**src/sv/sld_pkg.sv**
```systemverilog
// sld_pkg: shared widths, constants and types of the sphere light direction core
// no dependencies
`default_nettype none

package sld_pkg;

   localparam int PIX_W         = 8;
   localparam int COL_W         = 12;
   localparam int ROW_W         = 12;
   localparam int RADIUS_W      = 16;
   localparam int WIDTH_W       = 13;
   localparam int DIR_W         = 24;
   localparam int DIR_Z_W       = 23;
   localparam int CSR_INDEX_W   = 2;
   localparam int CSR_DATA_W    = 16;

   localparam int MAX_WIDTH_DEFAULT  = 4096;
   localparam int MAX_HEIGHT_DEFAULT = 4096;
   localparam int JOB_QUEUE_DEPTH    = 2;

   localparam logic [COL_W-1:0]    CENTER_COL_RESET  = '0;
   localparam logic [ROW_W-1:0]    CENTER_ROW_RESET  = '0;
   localparam logic [RADIUS_W-1:0] RADIUS_RESET      = 16'd16;
   localparam logic [WIDTH_W-1:0]  IMAGE_WIDTH_RESET = 13'd640;

   // 1.0 in q1.15
   localparam logic [31:0] Q15_ONE = 32'd32768;

   typedef enum logic [CSR_INDEX_W-1:0] {
      CSR_CENTER_COL  = 2'd0,
      CSR_CENTER_ROW  = 2'd1,
      CSR_RADIUS      = 2'd2,
      CSR_IMAGE_WIDTH = 2'd3
   } csr_index_type;

   typedef struct packed {
      logic [COL_W-1:0] col;
      logic [ROW_W-1:0] row;
      logic [PIX_W-1:0] level;
   } job_type;

   typedef struct packed {
      logic [COL_W-1:0]    center_col;
      logic [ROW_W-1:0]    center_row;
      logic [RADIUS_W-1:0] radius_q4;
   } geom_type;

endpackage

`default_nettype wire

```
**src/sv/sld_req_if.sv**
```systemverilog
// sld_req_if: pixel request channel, valid/ready with pixel payload
// depends on sld_pkg
`default_nettype none

interface sld_req_if import sld_pkg::*; ();
   logic             valid;
   logic             ready;
   logic [PIX_W-1:0] gray_level;
   logic             last_pixel;

   modport source (output valid, output gray_level, output last_pixel, input ready);
   modport sink   (input valid, input gray_level, input last_pixel, output ready);
endinterface

`default_nettype wire

```
**src/sv/sld_rsp_if.sv**
```systemverilog
// sld_rsp_if: light direction result channel, valid/ready with result payload
// depends on sld_pkg
`default_nettype none

interface sld_rsp_if import sld_pkg::*; ();
   logic                     valid;
   logic                     ready;
   logic signed [DIR_W-1:0]  dir_x;
   logic signed [DIR_W-1:0]  dir_y;
   logic [DIR_Z_W-1:0]       dir_z;
   logic [COL_W-1:0]         best_col;
   logic [ROW_W-1:0]         best_row;
   logic [PIX_W-1:0]         peak_level;
   logic                     outside_sphere;

   modport source (output valid, output dir_x, output dir_y, output dir_z, output best_col,
                   output best_row, output peak_level, output outside_sphere, input ready);
   modport sink   (input valid, input dir_x, input dir_y, input dir_z, input best_col,
                   input best_row, input peak_level, input outside_sphere, output ready);
endinterface

`default_nettype wire

```
**src/sv/sld_front.sv**
```systemverilog
// sld_front: raster position counters and brightest pixel tracking
// depends on sld_pkg and sld_req_if; pushes one job per frame into the job queue
`default_nettype none

module sld_front import sld_pkg::*; #(
   parameter int MAX_WIDTH  = MAX_WIDTH_DEFAULT,
   parameter int MAX_HEIGHT = MAX_HEIGHT_DEFAULT
) (
   input  logic               clock,
   input  logic               reset,
   sld_req_if.sink            req_if,
   input  logic [WIDTH_W-1:0] image_width,
   input  logic               queue_full,
   output logic               push,
   output job_type            push_job
);

   localparam logic [WIDTH_W-1:0] WIDTH_LIMIT = WIDTH_W'(MAX_WIDTH);
   localparam logic [ROW_W:0]     ROW_LIMIT   = (ROW_W+1)'(MAX_HEIGHT);

   logic [COL_W-1:0] cur_col_ff;
   logic [ROW_W-1:0] cur_row_ff;
   logic [COL_W-1:0] peak_col_ff;
   logic [ROW_W-1:0] peak_row_ff;
   logic [PIX_W-1:0] peak_store_ff;
   logic             have_peak_ff;

   logic [WIDTH_W-1:0] width_eff;
   logic [WIDTH_W-1:0] col_inc;
   logic [ROW_W:0]     row_inc;
   logic               take;
   logic               upd;

   assign req_if.ready = !queue_full;
   assign take         = req_if.valid && req_if.ready;
   assign upd          = !have_peak_ff || (req_if.gray_level > peak_store_ff);
   assign col_inc      = {1'b0, cur_col_ff} + WIDTH_W'(1);
   assign row_inc      = {1'b0, cur_row_ff} + (ROW_W+1)'(1);

   always_comb begin
      if (image_width == '0) begin
         width_eff = WIDTH_W'(1);
      end else if (image_width > WIDTH_LIMIT) begin
         width_eff = WIDTH_LIMIT;
      end else begin
         width_eff = image_width;
      end
   end

   assign push           = take && req_if.last_pixel;
   assign push_job.col   = upd ? cur_col_ff : peak_col_ff;
   assign push_job.row   = upd ? cur_row_ff : peak_row_ff;
   assign push_job.level = upd ? req_if.gray_level : peak_store_ff;

   always_ff @(posedge clock) begin
      if (reset) begin
         cur_col_ff    <= '0;
         cur_row_ff    <= '0;
         peak_col_ff   <= '0;
         peak_row_ff   <= '0;
         peak_store_ff <= '0;
         have_peak_ff  <= 1'b0;
      end else if (take) begin
         if (req_if.last_pixel) begin
            cur_col_ff    <= '0;
            cur_row_ff    <= '0;
            peak_col_ff   <= '0;
            peak_row_ff   <= '0;
            peak_store_ff <= '0;
            have_peak_ff  <= 1'b0;
         end else begin
            if (upd) begin
               peak_col_ff   <= cur_col_ff;
               peak_row_ff   <= cur_row_ff;
               peak_store_ff <= req_if.gray_level;
               have_peak_ff  <= 1'b1;
            end
            if (col_inc >= width_eff) begin
               cur_col_ff <= '0;
               if (row_inc < ROW_LIMIT) begin
                  cur_row_ff <= row_inc[ROW_W-1:0];
               end
            end else begin
               cur_col_ff <= col_inc[COL_W-1:0];
            end
         end
      end
   end

endmodule

`default_nettype wire

```
**src/sv/sld_queue.sv**
```systemverilog
// sld_queue: short job queue between the pixel front and the math back
// depends on sld_pkg
`default_nettype none

module sld_queue import sld_pkg::*; #(
   parameter int DEPTH = JOB_QUEUE_DEPTH
) (
   input  logic    clock,
   input  logic    reset,
   input  logic    push,
   input  job_type push_job,
   input  logic    pop,
   output logic    full,
   output logic    empty,
   output job_type head_job
);

   localparam int PTR_W = (DEPTH > 1) ? $clog2(DEPTH) : 1;
   localparam int CNT_W = $clog2(DEPTH + 1);
   localparam logic [PTR_W-1:0] LAST_PTR = PTR_W'(DEPTH - 1);
   localparam logic [CNT_W-1:0] FULL_CNT = CNT_W'(DEPTH);

   job_type          mem [DEPTH];
   logic [PTR_W-1:0] wr_ptr_ff;
   logic [PTR_W-1:0] rd_ptr_ff;
   logic [CNT_W-1:0] count_ff;

   assign full     = (count_ff == FULL_CNT);
   assign empty    = (count_ff == '0);
   assign head_job = mem[rd_ptr_ff];

   always_ff @(posedge clock) begin
      if (push) begin
         mem[wr_ptr_ff] <= push_job;
      end
   end

   always_ff @(posedge clock) begin
      if (reset) begin
         wr_ptr_ff <= '0;
         rd_ptr_ff <= '0;
         count_ff  <= '0;
      end else begin
         if (push) begin
            wr_ptr_ff <= (wr_ptr_ff == LAST_PTR) ? '0 : wr_ptr_ff + PTR_W'(1);
         end
         if (pop) begin
            rd_ptr_ff <= (rd_ptr_ff == LAST_PTR) ? '0 : rd_ptr_ff + PTR_W'(1);
         end
         if (push && !pop) begin
            count_ff <= count_ff + CNT_W'(1);
         end else if (pop && !push) begin
            count_ff <= count_ff - CNT_W'(1);
         end
      end
   end

   a_no_push_when_full: assert property (@(posedge clock) disable iff (reset)
      push |-> !full) else $error("job pushed into a full queue");

   a_no_pop_when_empty: assert property (@(posedge clock) disable iff (reset)
      pop |-> !empty) else $error("job popped from an empty queue");

   a_count_bound: assert property (@(posedge clock) disable iff (reset)
      (push && !pop) |=> (count_ff == $past(count_ff) + CNT_W'(1)))
      else $error("queue fill count lost a push");

endmodule

`default_nettype wire

```
**src/sv/sld_back.sv**
```systemverilog
// sld_back: frame-end sequencer: two serial divides, squares, serial square root, scaling
// depends on sld_pkg and sld_rsp_if; one shared 17x17 multiplier, registered output
`default_nettype none

module sld_back import sld_pkg::*; (
   input  logic     clock,
   input  logic     reset,
   input  geom_type geom,
   input  logic     queue_empty,
   input  job_type  head_job,
   output logic     pop,
   sld_rsp_if.source rsp_if
);

   localparam logic [4:0] DIV_LAST  = 5'd31;
   localparam logic [4:0] ROOT_LAST = 5'd15;
   localparam logic [30:0] ROOT_BIT_START = 31'h4000_0000;
   localparam logic signed [31:0] Q30_ONE = 32'sh4000_0000;

   typedef enum logic [3:0] {
      S_IDLE, S_DIV_X, S_SET_Y, S_DIV_Y, S_FIN_Y, S_SQ_X, S_SQ_Y, S_SUB,
      S_ROOT_SET, S_ROOT, S_ROUND, S_MUL_X, S_MUL_Y, S_MUL_Z, S_SEND
   } state_type;

   state_type               state_ff, state_in;
   job_type                 job_ff, job_in;
   logic [4:0]              cnt_ff, cnt_in;
   logic [31:0]             num_ff, num_in;
   logic [16:0]             rem_ff, rem_in;
   logic                    neg_ff, neg_in;
   logic signed [16:0]      nx_ff, nx_in;
   logic signed [16:0]      ny_ff, ny_in;
   logic                    flag_ff, flag_in;
   logic signed [33:0]      prod_ff;
   logic signed [31:0]      acc_ff, acc_in;
   logic [30:0]             v_ff, v_in;
   logic [31:0]             res_ff, res_in;
   logic [30:0]             bit_ff, bit_in;
   logic [15:0]             nz_ff, nz_in;
   logic signed [DIR_W-1:0] dir_x_ff, dir_x_in;
   logic signed [DIR_W-1:0] dir_y_ff, dir_y_in;
   logic                    rsp_valid_ff;
   logic signed [DIR_W-1:0] out_x_ff, out_y_ff;
   logic [DIR_Z_W-1:0]      out_z_ff;
   job_type                 out_job_ff;
   logic                    out_flag_ff;

   logic [RADIUS_W-1:0] radius_eff;
   logic [16:0]         den;
   logic [17:0]         rem_sh;
   logic                div_ge;
   logic [32:0]         root_sum;
   logic                root_ge;
   logic signed [16:0]  mul_a, mul_b;
   logic signed [33:0]  prod_in;
   logic signed [16:0]  lvl_s;
   logic                send;

   assign radius_eff = (geom.radius_q4 == '0) ? RADIUS_W'(1) : geom.radius_q4;
   assign den        = {radius_eff, 1'b0};
   assign rem_sh     = {rem_ff, num_ff[31]};
   assign div_ge     = rem_sh >= {1'b0, den};
   assign root_sum   = {1'b0, res_ff} + {2'b0, bit_ff};
   assign root_ge    = {2'b0, v_ff} >= root_sum;
   assign lvl_s      = $signed({9'b0, job_ff.level});
   assign prod_in    = mul_a * mul_b;
   assign send       = (state_ff == S_SEND) && (!rsp_valid_ff || rsp_if.ready);
   assign pop        = (state_ff == S_IDLE) && !queue_empty;

   // |coord - center| * 2^20 + r
   function automatic logic [32:0] div_setup(input logic [11:0] coord,
                                             input logic [11:0] center,
                                             input logic [RADIUS_W-1:0] r);
      logic [12:0] diff;
      logic [12:0] mag;
      diff = {1'b0, coord} - {1'b0, center};
      mag  = diff[12] ? (13'd0 - diff) : diff;
      div_setup = {diff[12], mag[11:0], 20'b0} + {17'b0, r};
   endfunction

   function automatic logic signed [16:0] unit_value(input logic [31:0] q, input logic neg);
      logic [16:0] mag;
      mag = (q > Q15_ONE) ? 17'd32768 : q[16:0];
      unit_value = neg ? $signed(17'd0 - mag) : $signed(mag);
   endfunction

   always_comb begin
      mul_a = '0;
      mul_b = '0;
      case (state_ff)
         S_SQ_X: begin
            mul_a = nx_ff;
            mul_b = nx_ff;
         end
         S_SQ_Y: begin
            mul_a = ny_ff;
            mul_b = ny_ff;
         end
         S_MUL_X: begin
            mul_a = nx_ff;
            mul_b = lvl_s;
         end
         S_MUL_Y: begin
            mul_a = ny_ff;
            mul_b = lvl_s;
         end
         // z product stays in prod_ff while the send step waits
         S_MUL_Z, S_SEND: begin
            mul_a = $signed({1'b0, nz_ff});
            mul_b = lvl_s;
         end
         default: begin
            mul_a = '0;
            mul_b = '0;
         end
      endcase
   end

   always_comb begin
      logic [32:0] setup;
      setup    = '0;
      state_in = state_ff;
      job_in   = job_ff;
      cnt_in   = cnt_ff;
      num_in   = num_ff;
      rem_in   = rem_ff;
      neg_in   = neg_ff;
      nx_in    = nx_ff;
      ny_in    = ny_ff;
      flag_in  = flag_ff;
      acc_in   = acc_ff;
      v_in     = v_ff;
      res_in   = res_ff;
      bit_in   = bit_ff;
      nz_in    = nz_ff;
      dir_x_in = dir_x_ff;
      dir_y_in = dir_y_ff;
      case (state_ff)
         S_IDLE: begin
            if (!queue_empty) begin
               setup    = div_setup(head_job.col, geom.center_col, radius_eff);
               job_in   = head_job;
               num_in   = setup[31:0];
               neg_in   = setup[32];
               rem_in   = '0;
               cnt_in   = '0;
               flag_in  = 1'b0;
               state_in = S_DIV_X;
            end
         end
         S_DIV_X, S_DIV_Y: begin
            rem_in = div_ge ? 17'(rem_sh - {1'b0, den}) : rem_sh[16:0];
            num_in = {num_ff[30:0], div_ge};
            cnt_in = cnt_ff + 5'd1;
            if (cnt_ff == DIV_LAST) begin
               state_in = (state_ff == S_DIV_X) ? S_SET_Y : S_FIN_Y;
            end
         end
         S_SET_Y: begin
            nx_in    = unit_value(num_ff, neg_ff);
            flag_in  = flag_ff || (num_ff > Q15_ONE);
            setup    = div_setup(job_ff.row, geom.center_row, radius_eff);
            num_in   = setup[31:0];
            neg_in   = setup[32];
            rem_in   = '0;
            cnt_in   = '0;
            state_in = S_DIV_Y;
         end
         S_FIN_Y: begin
            ny_in    = unit_value(num_ff, neg_ff);
            flag_in  = flag_ff || (num_ff > Q15_ONE);
            state_in = S_SQ_X;
         end
         S_SQ_X: begin
            state_in = S_SQ_Y;
         end
         S_SQ_Y: begin
            acc_in   = Q30_ONE - $signed(prod_ff[31:0]);
            state_in = S_SUB;
         end
         S_SUB: begin
            acc_in   = acc_ff - $signed(prod_ff[31:0]);
            state_in = S_ROOT_SET;
         end
         S_ROOT_SET: begin
            if (acc_ff[31]) begin
               flag_in = 1'b1;
               v_in    = '0;
            end else begin
               v_in    = acc_ff[30:0];
            end
            res_in   = '0;
            bit_in   = ROOT_BIT_START;
            cnt_in   = '0;
            state_in = S_ROOT;
         end
         S_ROOT: begin
            if (root_ge) begin
               v_in   = 31'({2'b0, v_ff} - root_sum);
               res_in = (res_ff >> 1) + {1'b0, bit_ff};
            end else begin
               res_in = res_ff >> 1;
            end
            bit_in = bit_ff >> 2;
            cnt_in = cnt_ff + 5'd1;
            if (cnt_ff == ROOT_LAST) begin
               state_in = S_ROUND;
            end
         end
         S_ROUND: begin
            nz_in    = 16'(res_ff + {31'b0, ({1'b0, v_ff} > res_ff)});
            state_in = S_MUL_X;
         end
         S_MUL_X: begin
            state_in = S_MUL_Y;
         end
         S_MUL_Y: begin
            dir_x_in = prod_ff[DIR_W-1:0];
            state_in = S_MUL_Z;
         end
         S_MUL_Z: begin
            dir_y_in = prod_ff[DIR_W-1:0];
            state_in = S_SEND;
         end
         S_SEND: begin
            if (send) begin
               state_in = S_IDLE;
            end
         end
         default: begin
            state_in = S_IDLE;
         end
      endcase
   end

   always_ff @(posedge clock) begin
      if (reset) begin
         state_ff     <= S_IDLE;
         rsp_valid_ff <= 1'b0;
      end else begin
         state_ff <= state_in;
         if (send) begin
            rsp_valid_ff <= 1'b1;
         end else if (rsp_if.ready) begin
            rsp_valid_ff <= 1'b0;
         end
      end
      job_ff   <= job_in;
      cnt_ff   <= cnt_in;
      num_ff   <= num_in;
      rem_ff   <= rem_in;
      neg_ff   <= neg_in;
      nx_ff    <= nx_in;
      ny_ff    <= ny_in;
      flag_ff  <= flag_in;
      prod_ff  <= prod_in;
      acc_ff   <= acc_in;
      v_ff     <= v_in;
      res_ff   <= res_in;
      bit_ff   <= bit_in;
      nz_ff    <= nz_in;
      dir_x_ff <= dir_x_in;
      dir_y_ff <= dir_y_in;
      if (send) begin
         out_x_ff    <= dir_x_ff;
         out_y_ff    <= dir_y_ff;
         out_z_ff    <= prod_ff[DIR_Z_W-1:0];
         out_job_ff  <= job_ff;
         out_flag_ff <= flag_ff;
      end
   end

   assign rsp_if.valid          = rsp_valid_ff;
   assign rsp_if.dir_x          = out_x_ff;
   assign rsp_if.dir_y          = out_y_ff;
   assign rsp_if.dir_z          = out_z_ff;
   assign rsp_if.best_col       = out_job_ff.col;
   assign rsp_if.best_row       = out_job_ff.row;
   assign rsp_if.peak_level     = out_job_ff.level;
   assign rsp_if.outside_sphere = out_flag_ff;

endmodule

`default_nettype wire

```
**src/sv/sphere_light_direction_core.sv**
```systemverilog
// sphere_light_direction_core: light direction from the highlight on a chrome sphere
// depends on sld_pkg, sld_req_if, sld_rsp_if, sld_front, sld_queue, sld_back
//
// usage:
//   req_if carries one gray pixel per request in raster order, last_pixel on the
//   final pixel of a frame. pixels are taken at one per cycle; ready drops only
//   while the job queue between front and back holds QUEUE_DEPTH frames.
//   rsp_if gives one result per frame: the sphere normal at the brightest pixel
//   (first one on a tie) scaled by its level, plus position, level and a flag.
//   from the last pixel to rsp valid the back sequencer runs two 32-step
//   serial divisions on one divider, a 16-step serial square root and five
//   passes through one shared 17x17 multiplier. the back works on one frame
//   at a time and pops the next job only when idle.
//   csr_we/csr_index/csr_wdata write center_col, center_row, radius_q4 and
//   image_width; write only while no frame is in flight.
//   reset is synchronous: counters, peak tracking, queue, back state and the
//   output valid clear, csr registers take their reset values. when the receiver
//   stalls the result holds in the output register and the back finishes the
//   next frame up to its send step.
`default_nettype none

module sphere_light_direction_core import sld_pkg::*; #(
   parameter int MAX_WIDTH   = MAX_WIDTH_DEFAULT,
   parameter int MAX_HEIGHT  = MAX_HEIGHT_DEFAULT,
   parameter int QUEUE_DEPTH = JOB_QUEUE_DEPTH
) (
   input  logic                   clock,
   input  logic                   reset,
   sld_req_if.sink                req_if,
   sld_rsp_if.source              rsp_if,
   input  logic                   csr_we,
   input  logic [CSR_INDEX_W-1:0] csr_index,
   input  logic [CSR_DATA_W-1:0]  csr_wdata
);

   geom_type           geom_ff;
   logic [WIDTH_W-1:0] image_width_ff;

   logic    push;
   job_type push_job;
   logic    pop;
   logic    queue_full;
   logic    queue_empty;
   job_type head_job;

   always_ff @(posedge clock) begin
      if (reset) begin
         geom_ff.center_col <= CENTER_COL_RESET;
         geom_ff.center_row <= CENTER_ROW_RESET;
         geom_ff.radius_q4  <= RADIUS_RESET;
         image_width_ff     <= IMAGE_WIDTH_RESET;
      end else if (csr_we) begin
         case (csr_index_type'(csr_index))
            CSR_CENTER_COL:  geom_ff.center_col <= csr_wdata[COL_W-1:0];
            CSR_CENTER_ROW:  geom_ff.center_row <= csr_wdata[ROW_W-1:0];
            CSR_RADIUS:      geom_ff.radius_q4  <= csr_wdata[RADIUS_W-1:0];
            CSR_IMAGE_WIDTH: image_width_ff     <= csr_wdata[WIDTH_W-1:0];
            default: begin
            end
         endcase
      end
   end

   sld_front #(
      .MAX_WIDTH  (MAX_WIDTH),
      .MAX_HEIGHT (MAX_HEIGHT)
   ) u_front (
      .clock       (clock),
      .reset       (reset),
      .req_if      (req_if),
      .image_width (image_width_ff),
      .queue_full  (queue_full),
      .push        (push),
      .push_job    (push_job)
   );

   sld_queue #(
      .DEPTH (QUEUE_DEPTH)
   ) u_queue (
      .clock    (clock),
      .reset    (reset),
      .push     (push),
      .push_job (push_job),
      .pop      (pop),
      .full     (queue_full),
      .empty    (queue_empty),
      .head_job (head_job)
   );

   sld_back u_back (
      .clock       (clock),
      .reset       (reset),
      .geom        (geom_ff),
      .queue_empty (queue_empty),
      .head_job    (head_job),
      .pop         (pop),
      .rsp_if      (rsp_if)
   );

endmodule

`default_nettype wire
```
**src/flat_wrapper.sv**
```systemverilog
// flat-port wrapper written by rule: the top's interface ports become plain ports
module sphere_light_direction_core_flat import sld_pkg::*;
#(
   parameter int MAX_WIDTH   = MAX_WIDTH_DEFAULT,
   parameter int MAX_HEIGHT  = MAX_HEIGHT_DEFAULT,
   parameter int QUEUE_DEPTH = JOB_QUEUE_DEPTH
)
  (clock, reset, csr_we, csr_index, csr_wdata, req_if_valid, req_if_gray_level, req_if_last_pixel, req_if_ready, rsp_if_valid, rsp_if_dir_x, rsp_if_dir_y, rsp_if_dir_z, rsp_if_best_col, rsp_if_best_row, rsp_if_peak_level, rsp_if_outside_sphere, rsp_if_ready);
  sld_req_if req_if_i ();
  sld_rsp_if rsp_if_i ();
  input  logic clock;
  input  logic reset;
  input  logic csr_we;
  input  logic [CSR_INDEX_W-1:0] csr_index;
  input  logic [CSR_DATA_W-1:0] csr_wdata;
  input wire logic [$bits(req_if_i.valid)-1:0] req_if_valid;
  input wire logic [$bits(req_if_i.gray_level)-1:0] req_if_gray_level;
  input wire logic [$bits(req_if_i.last_pixel)-1:0] req_if_last_pixel;
  output wire logic [$bits(req_if_i.ready)-1:0] req_if_ready;
  output wire logic [$bits(rsp_if_i.valid)-1:0] rsp_if_valid;
  output wire logic [$bits(rsp_if_i.dir_x)-1:0] rsp_if_dir_x;
  output wire logic [$bits(rsp_if_i.dir_y)-1:0] rsp_if_dir_y;
  output wire logic [$bits(rsp_if_i.dir_z)-1:0] rsp_if_dir_z;
  output wire logic [$bits(rsp_if_i.best_col)-1:0] rsp_if_best_col;
  output wire logic [$bits(rsp_if_i.best_row)-1:0] rsp_if_best_row;
  output wire logic [$bits(rsp_if_i.peak_level)-1:0] rsp_if_peak_level;
  output wire logic [$bits(rsp_if_i.outside_sphere)-1:0] rsp_if_outside_sphere;
  input wire logic [$bits(rsp_if_i.ready)-1:0] rsp_if_ready;
  assign req_if_i.valid = req_if_valid;
  assign req_if_i.gray_level = req_if_gray_level;
  assign req_if_i.last_pixel = req_if_last_pixel;
  assign req_if_ready = req_if_i.ready;
  assign rsp_if_valid = rsp_if_i.valid;
  assign rsp_if_dir_x = rsp_if_i.dir_x;
  assign rsp_if_dir_y = rsp_if_i.dir_y;
  assign rsp_if_dir_z = rsp_if_i.dir_z;
  assign rsp_if_best_col = rsp_if_i.best_col;
  assign rsp_if_best_row = rsp_if_i.best_row;
  assign rsp_if_peak_level = rsp_if_i.peak_level;
  assign rsp_if_outside_sphere = rsp_if_i.outside_sphere;
  assign rsp_if_i.ready = rsp_if_ready;
  sphere_light_direction_core #(.MAX_WIDTH(MAX_WIDTH), .MAX_HEIGHT(MAX_HEIGHT), .QUEUE_DEPTH(QUEUE_DEPTH)) u_core (.clock(clock), .reset(reset), .req_if(req_if_i), .rsp_if(rsp_if_i), .csr_we(csr_we), .csr_index(csr_index), .csr_wdata(csr_wdata));
endmodule
```
**config.mk**
```make
export PLATFORM = sky130hd
export DESIGN_NAME = sphere_light_direction_core_flat
export DESIGN_NICKNAME = d
export VERILOG_FILES = /design/src/sv/sld_pkg.sv /design/src/sv/sld_req_if.sv /design/src/sv/sld_rsp_if.sv /design/src/sv/sld_front.sv /design/src/sv/sld_queue.sv /design/src/sv/sld_back.sv /design/src/sv/sphere_light_direction_core.sv /design/src/flat_wrapper.sv
export SDC_FILE = /design/constraint.sdc
export NUM_CORES = 2
export LEC_CHECK = 0
export BUFFER_PORTS_ARGS = -buffer_cell sky130_fd_sc_hd__buf_2
export CORE_MARGIN = 3
export CORE_UTILIZATION = 50
export CTS_CLUSTER_DIAMETER = 120
export DETAILED_ROUTE_END_ITERATION = 6
export MAX_ROUTING_LAYER = met4
export PLACE_DENSITY = 0.75
export SKIP_LAST_GASP = 1
export SLEW_MARGIN = 20
export SYNTH_ARGS = -nofsm -noshare
export SYNTH_HDL_FRONTEND = slang
export SYNTH_SLANG_ARGS = --single-unit
```
**constraint.sdc**
```tcl
create_clock -name clock -period 10.3 [get_ports clock]
set_clock_uncertainty 0.2 [all_clocks]
set_input_delay 3.09 -clock clock [delete_from_list [all_inputs] [get_ports clock]]
set_output_delay 3.09 -clock clock [all_outputs]
set_load 0.02 [all_outputs]
```
## Yosys cells after proc, flatten, opt, wreduce, memory -nomap -nowiden

Memory sizes are Yosys's and may differ from the RTL's. A register that Yosys moved wholly into a read port is not among the register bits.
Index checks and enable logic that the tools add are counted.

| operators by class | value |
|---|---|
| bitwise operators | 1 |
| multipliers | 1 |
| reductions and logical operators | 52 |
| $lt $le $gt $ge | 8 |
| eq/ne operators | 26 |
| muxes and demuxes | 57 |
| add/sub/neg operators | 21 |

Operators with widths:

| cell | number |
|---|---|
| 17-bit one-hot mux with 3 select lines | 3 |
| 12-bit 2-to-1 mux | 11 |
| 32-bit one-hot mux with 2 select lines | 2 |
| 31-bit one-hot mux with 2 select lines | 2 |
| 32-bit one-hot mux with 3 select lines | 1 |
| 17-bit 2-to-1 mux | 4 |
| 33-bit by 16-bit adder with 33-bit output | 2 |
| 32-bit 2-to-1 mux | 2 |
| 31-bit 2-to-1 mux | 2 |
| 4-bit one-hot mux with 14 select lines | 1 |
| 32-bit by 31-bit adder with 33-bit output | 1 |
| 31-bit by 33-bit >= comparator with 1-bit output | 1 |
| 31-bit by 31-bit adder with 32-bit output | 1 |
| 31-bit by 32-bit > comparator with 1-bit output | 1 |
| 32-bit by 16-bit > comparator with 1-bit output (second input constant) | 1 |
| 17-bit by 17-bit multiplier with 32-bit output | 1 |
| 32-bit subtractor | 1 |
| 32-bit subtractor (first input constant) | 1 |
| 31-bit subtractor | 1 |
| 4-bit equality test (second input constant) | 7 |
| 12-bit by 1-bit adder with 13-bit output (second input constant) | 2 |
| 13-bit 2-to-1 mux | 2 |
| 12-bit by 12-bit subtractor with 13-bit output | 2 |
| 1-bit by 12-bit subtractor with 12-bit output (first input constant) | 2 |
| 46 further kinds | 112 |

| word-level totals | value |
|---|---|
| memories kept | 1 |
| flip-flop bits (word level) | 567 |
| bits in writable memories | 64 |
| input port bits | 32 |
| output and inout port bits | 106 |
| word-level logic and storage cells | 207 |

Memory list:

| name | depth | bits a word | rd ports | clocked after Yosys merged registers in | write ports | line | source |
|---|---|---|---|---|---|---|---|
| u_core.u_queue.mem | 2 | 32 | 1 | 1 | 1 | sld_queue.sv:23 | `job_type mem [DEPTH];` |

## Depth between registers and ports, before layout

| depth | value |
|---|---|
| depth in word-level cells | 8 |
| gate-level depth with buffers | 32 |
| mapped depth without buffers | 28 |

## Hierarchy

Synthesis repeated with hierarchy kept, for this count alone.

| second synthesis, totals | value |
|---|---|
| cell total of the unflattened synthesis | 4,260 |
| area, all modules | 43,409.1 um^2 |

By module, submodules not included:

| module | times used | cells each | area an instance (um^2) | sequential area each (um^2) |
|---|---|---|---|---|
| sld_back | 1 | 3,492 | 35,039.9 | 12,782.3 |
| sld_front | 1 | 447 | 3,698.5 | 1,141.1 |
| sld_queue | 1 | 122 | 2,517.4 | 2,021.9 |
| sphere_light_direction_core | 1 | 199 | 2,153.3 | 1,061.0 |

## Worst setup path after synthesis

OpenSTA, ideal clock, no wires.

| timing | value |
|---|---|
| kind | reg2reg |
| from | reg u_core.u_back.state_ff[2] |
| to | reg u_core.u_back.prod_ff[30] |
| setup time | 0.062 ns |
| arrival | 7.351 ns |
| clock period less this slack | 7.612 ns |
| setup slack | 2.688 ns |
| path buffers | 4 |
| data required time | 10.038 ns |
| cell stages (with the launch flop) | 30 |
| path through | dfxtp_1 -> clkbuf_1 -> buf_1 -> nand2_1 -> nor3_1 -> clkbuf_1 -> a22o_1 -> clkbuf_1 -> nand2_1 -> fa_1 -> inv_1 -> fa_1 -> inv_1 -> fa_1 -> inv_1 -> fa_1 -> fa_1 -> inv_1 -> fa_1 -> inv_1 -> ha_1 -> o21ai_0 -> nand2_1 -> o21ai_0 -> nor2_1 -> o21ai_1 -> a311oi_1 -> a221oi_1 -> or3_1 -> nand3_1 |

| on the way | value |
|---|---|
| longest elaborated chain between the ends | 4 |
| elaborated cells on any way between the ends | 13 |
| those cells by class | mul: 1; eq/ne: 6; mux: 2; reduce/logical: 4 |

RTL lines:

| what | line | source |
|---|---|---|
| start, declared | sld_back.sv:25 | `state_type state_ff, state_in;` |
| start signal, assigned | sld_back.sv:241 | `state_ff <= state_in;` |
| 4-bit equality test or 4-bit by 3-bit equality test with 1-bit output (tied branches) | sld_back.sv:90 | `case (state_ff)` |
| 4-bit OR reduction (no source line), or another cell as far along | -- |  |
| 17-bit one-hot mux with 3 select lines | sld_back.sv:90 |  |
| 17-bit by 17-bit multiplier with 32-bit output (*) | sld_back.sv:66 | `assign prod_in = mul_a * mul_b;` |
| via u_core.u_back.prod_in[30] | sld_back.sv:55 | `logic signed [33:0] prod_in;` |
| end signal, assigned | sld_back.sv:256 | `prod_ff <= prod_in;` |
| end, declared | sld_back.sv:34 | `logic signed [33:0] prod_ff;` |

The timed path passes the listed nets; every way through them passes the cells marked *.
A chain may end at the register's enable or synchronous reset.

## Worst setup path after layout

| timing | value |
|---|---|
| from | reg u_core.u_back.state_ff[3] |
| to | reg u_core.u_back.prod_ff[30] |

The elaborated chain is that of the path after synthesis.

==> results.md <==
* Status: complete, no violations
* Initial antenna violation count at 0
* CTS tree: yes
* Pleak at 18.5 nW
* CP Capture Type: register
* Netlist cell types at about 80
* CP Max Fanout at 18
* Final Hold Viols at 0
* IO Count at around 140
* Final period util at 0.805
* Global-route wire length before repair at ~170000 um
* Setup WS pre-CTS at approximately 2.1 ns
* FF-to-FF Start: u_core.u_back.state_ff[3]
* Worst skew pair latency at roughly 0.66 ns
* Number of diodes at 0
* Post-synthesis sequential area ratio at 0.404
* Ranking of synthesized cells by area: edfxtp_1, fa_1, ha_1, dfxtp_1, inv_1
* TritonCTS Sinks at 617
* Wirelength per Cell at 19.6 um
* Final core utilization at 0.560
* CP required at 10.65 ns
* GRT Total Usage at 0.248
* Chip width at 296 um
* Post-Route Setup TNS at 0 ns
* Slew at the pin closest to its max-slew limit at 1.08 ns
* Core Area at 0.0828 mm2
* Area leader, netlist: edfxtp_1
* Root Driver: clkbuf_16
* Share of the synthesized area in the top cell type at 0.332
* Design area at 0.0464 mm2
* Avg Cell Area, Syn at 10.2 um2
* Pwr Total at 7.35 mW
* NumNets Final at 4824
* CTS Hold Buffers Added at 0
* Post-CTS Resized at 0
* Clk pin slew, worst setup/hold paths at 0.06 ns
* Min Hold Slack at 0.215 ns
* Post-Syn Area at 0.0421 mm2
* Routed Antenna Nets at 0
* PortBufs at 137
* Drt total wl at 105000 um
* Crit path from: u_core.u_back.state_ff[3]
* Row cnt at 105
* DPL Wire Length at 78600 um
* Starting DRT DRC Count at about 2400
* Drt pass-1 iters at 6
* Final slew viol count at 0
* Ys async rst share at 0
* Vias in the first global route at roughly 30000
* # placed instances at ~5200
* Non-filler cells, final at 5352
* Hold crit path type: reg -> reg
* Critical path class: reg -> reg
* Fin crit period at 8.29 ns
* Routability Congestion at 0.974
* Cells after Synth at 4132
* Max transition margin at 0.277
* PD cells at 159 mW/mm2
* Layout cells sized above 1 at 0.0946
* RSZ-0062 raised after global routing: false
* #FFs+latches synth at 617
* Area grow syn2layout at 10.1%
* Fmax achieved at 0.121 GHz
* Drt drc at 0
* Vias per cell at 5.69
* Most used DFF post-synth: edfxtp_1
* Initial Utilization at 0.509
* Dpl cell area at 0.0439 mm2
* Chip height at 296 um
* Final WS setup at 2.01 ns
* HP Start: u_core.u_back.dir_x_ff[7]
* Total grt overflow at 0
* Length in cells of the worst reg-to-reg path at 24
* # Post-CTS Setup Buffers at 0
* Worst-case clock buffer depth at 3
* Vias after detailed routing at around 30000
* Crit path to: u_core.u_back.prod_ff[30]
* Post-Syn Nets at 4732
* DIE AREA at 0.0877 mm2
* Worst vdd ir at 0.145 mV
* CP arrival at 8.64 ns
* Startpoint types: register
* Worst r2r dst: u_core.u_back.prod_ff[30]
* Post-synth EDFFs at 465
* R2R setup slack at 2.01 ns
* Setup violations, final at 0
* Ys Warns at 0
* Pin count of the biggest net entering global routing at 92
* Max Cap Viol at 0
* Cts bufs inserted at 71
* H-tree depth at 3
per-layer routing:
metal	vias to the layer above	share of wire	global-route usage
li1	14395	-	-
met1	14930	0.44	0.333
met2	951	0.47	0.394
met3	157	0.062	0.0319
met4	0	0.031	0.0800
met5	-	0	-
state kept, by name, indices dropped and copies added (netlist names), 23 cells and up, named ones only:
signal                      flops
u_core.u_queue.mem             64
u_core.geom_ff                 40
u_core.u_back.acc_ff           32
u_core.u_back.job_ff           32
u_core.u_back.num_ff           32
u_core.u_back.prod_ff          32
u_core.u_back.res_ff           32
u_core.u_back.v_ff             31
u_core.u_back.dir_x_ff         24
u_core.u_back.dir_y_ff         24
u_core.u_back.rsp_if.dir_x     24
u_core.u_back.rsp_if.dir_y     24
u_core.u_back.rsp_if.dir_z     23
cell type report:
type	count	area (um2)
Fill cell	7021	36400
Multi-Input combinational cell	2824	22600
Sequential cell	617	17000
Inverter	536	2010
Clock buffer	81	1820
Tap cell	1070	1340
Timing Repair Buffer	174	966
Clock inverter	50	633
power breakdown:
| group | internal, mW | switching, mW |
|---|---|---|
| registers | 3.02 | 0.176 |
| clock network | 1.49 | 1.11 |
| logic | 0.578 | 0.972 |
| total | 5.09 | 2.26 |
cells in the mapped netlist (6+ instances only):
cell and number:
a211o_1 8, a211oi_1 36, a21o_1 69, a21oi_1 182, a221oi_1 6, a222oi_1 10
a22o_1 7, a22oi_1 52, a31o_2 11, a31oi_1 48, and2_1 62, and3_1 31
clkbuf_1 144, dfxtp_1 152, edfxtp_1 465, fa_1 287, ha_1 281, inv_1 532
mux2_2 64, mux2i_1 10, nand2_1 386, nand2b_1 28, nand3_1 94, nand3b_1 8
nand4_1 33, nor2_1 397, nor2b_1 24, nor3_1 46, nor3b_1 7, nor4_1 18
o211ai_1 12, o21a_1 39, o21ai_0 127, o21ai_1 15, o21bai_1 16, o221ai_1 11
o31a_1 12, o31ai_1 26, o41ai_1 8, or2_2 16, or3_1 33, or4_1 10
xnor2_1 146, xor2_1 80
critical path, stage by stage (launching register included):
cell and delay, ns:
dfxtp_1 0.69, nand2_1 0.16, o21ai_0 0.18, and2_1 0.61, nand2_1 0.14, nand2_1 0.44
nand2_1 0.17, fa_1 0.58, fa_1 0.44, fa_1 0.49, fa_1 0.51, inv_1 0.06
fa_1 0.52, inv_1 0.05, fa_1 0.54, inv_1 0.04, ha_1 0.34, o21a_1 0.13
o21ai_0 0.12, a31oi_1 0.37, o21ai_1 0.15, a311oi_1 0.61, a221oi_1 0.18, or3_1 0.41
nand3_1 0.08
how the worst min path moves through the flow:
stage | endpoint | slack, ns | cells after the start
floorplan | u_core.u_back.rsp_if.best_col[0] | 0.20 | 0
global placement | u_core.u_back.rsp_if.dir_x[10] | 0.20 | 0
detailed placement | u_core.u_back.rsp_if.best_col[6] | 0.20 | 0
CTS | u_core.u_back.rsp_if.dir_y[11] | 0.22 | 0
global route | u_core.u_back.rsp_if.dir_y[11] | 0.21 | 0
finish | u_core.u_back.rsp_if.dir_x[7] | 0.22 | 0
cells in the final DEF, fill, tap and decap left out, types with 16 or more instances in the layout:
| cell type | count |
|---|---|
| xor2_1 | 80 |
| a211oi_1 | 36 |
| nor2b_1 | 24 |
| buf_2 | 136 |
| nand4_1 | 33 |
| buf_4 | 38 |
| o31ai_1 | 26 |
| ha_1 | 281 |
| o21bai_1 | 16 |
| clkbuf_16 | 71 |
| and2_1 | 62 |
| mux2_2 | 64 |
| o21a_1 | 39 |
| nor2_1 | 394 |
| nand2b_1 | 28 |
| edfxtp_1 | 465 |
| or2_2 | 16 |
| nand2_1 | 385 |
| a21oi_1 | 181 |
| inv_1 | 530 |
| a21o_1 | 69 |
| or3_1 | 33 |
| fa_1 | 287 |
| nand3_1 | 94 |
| dfxtp_1 | 152 |
| a31oi_1 | 48 |
| xnor2_1 | 146 |
| nor4_1 | 18 |
| and3_1 | 29 |
| nor3_1 | 41 |
| o21ai_0 | 127 |
| a22oi_1 | 52 |
kinds of logic after synthesis:
logic type               Yosys count  synth area share
AO/OA/AOI/OAI                    744             0.117
XOR/XNOR                         226            0.0470
adder cells (fa/ha/maj)          568             0.220
buffers and inverters            691            0.0620
flip-flops                       617             0.404
multiplexers                      74            0.0195
AND/OR/NAND/NOR                 1212             0.131
Note: power is estimated with default switching activity, not from simulation.
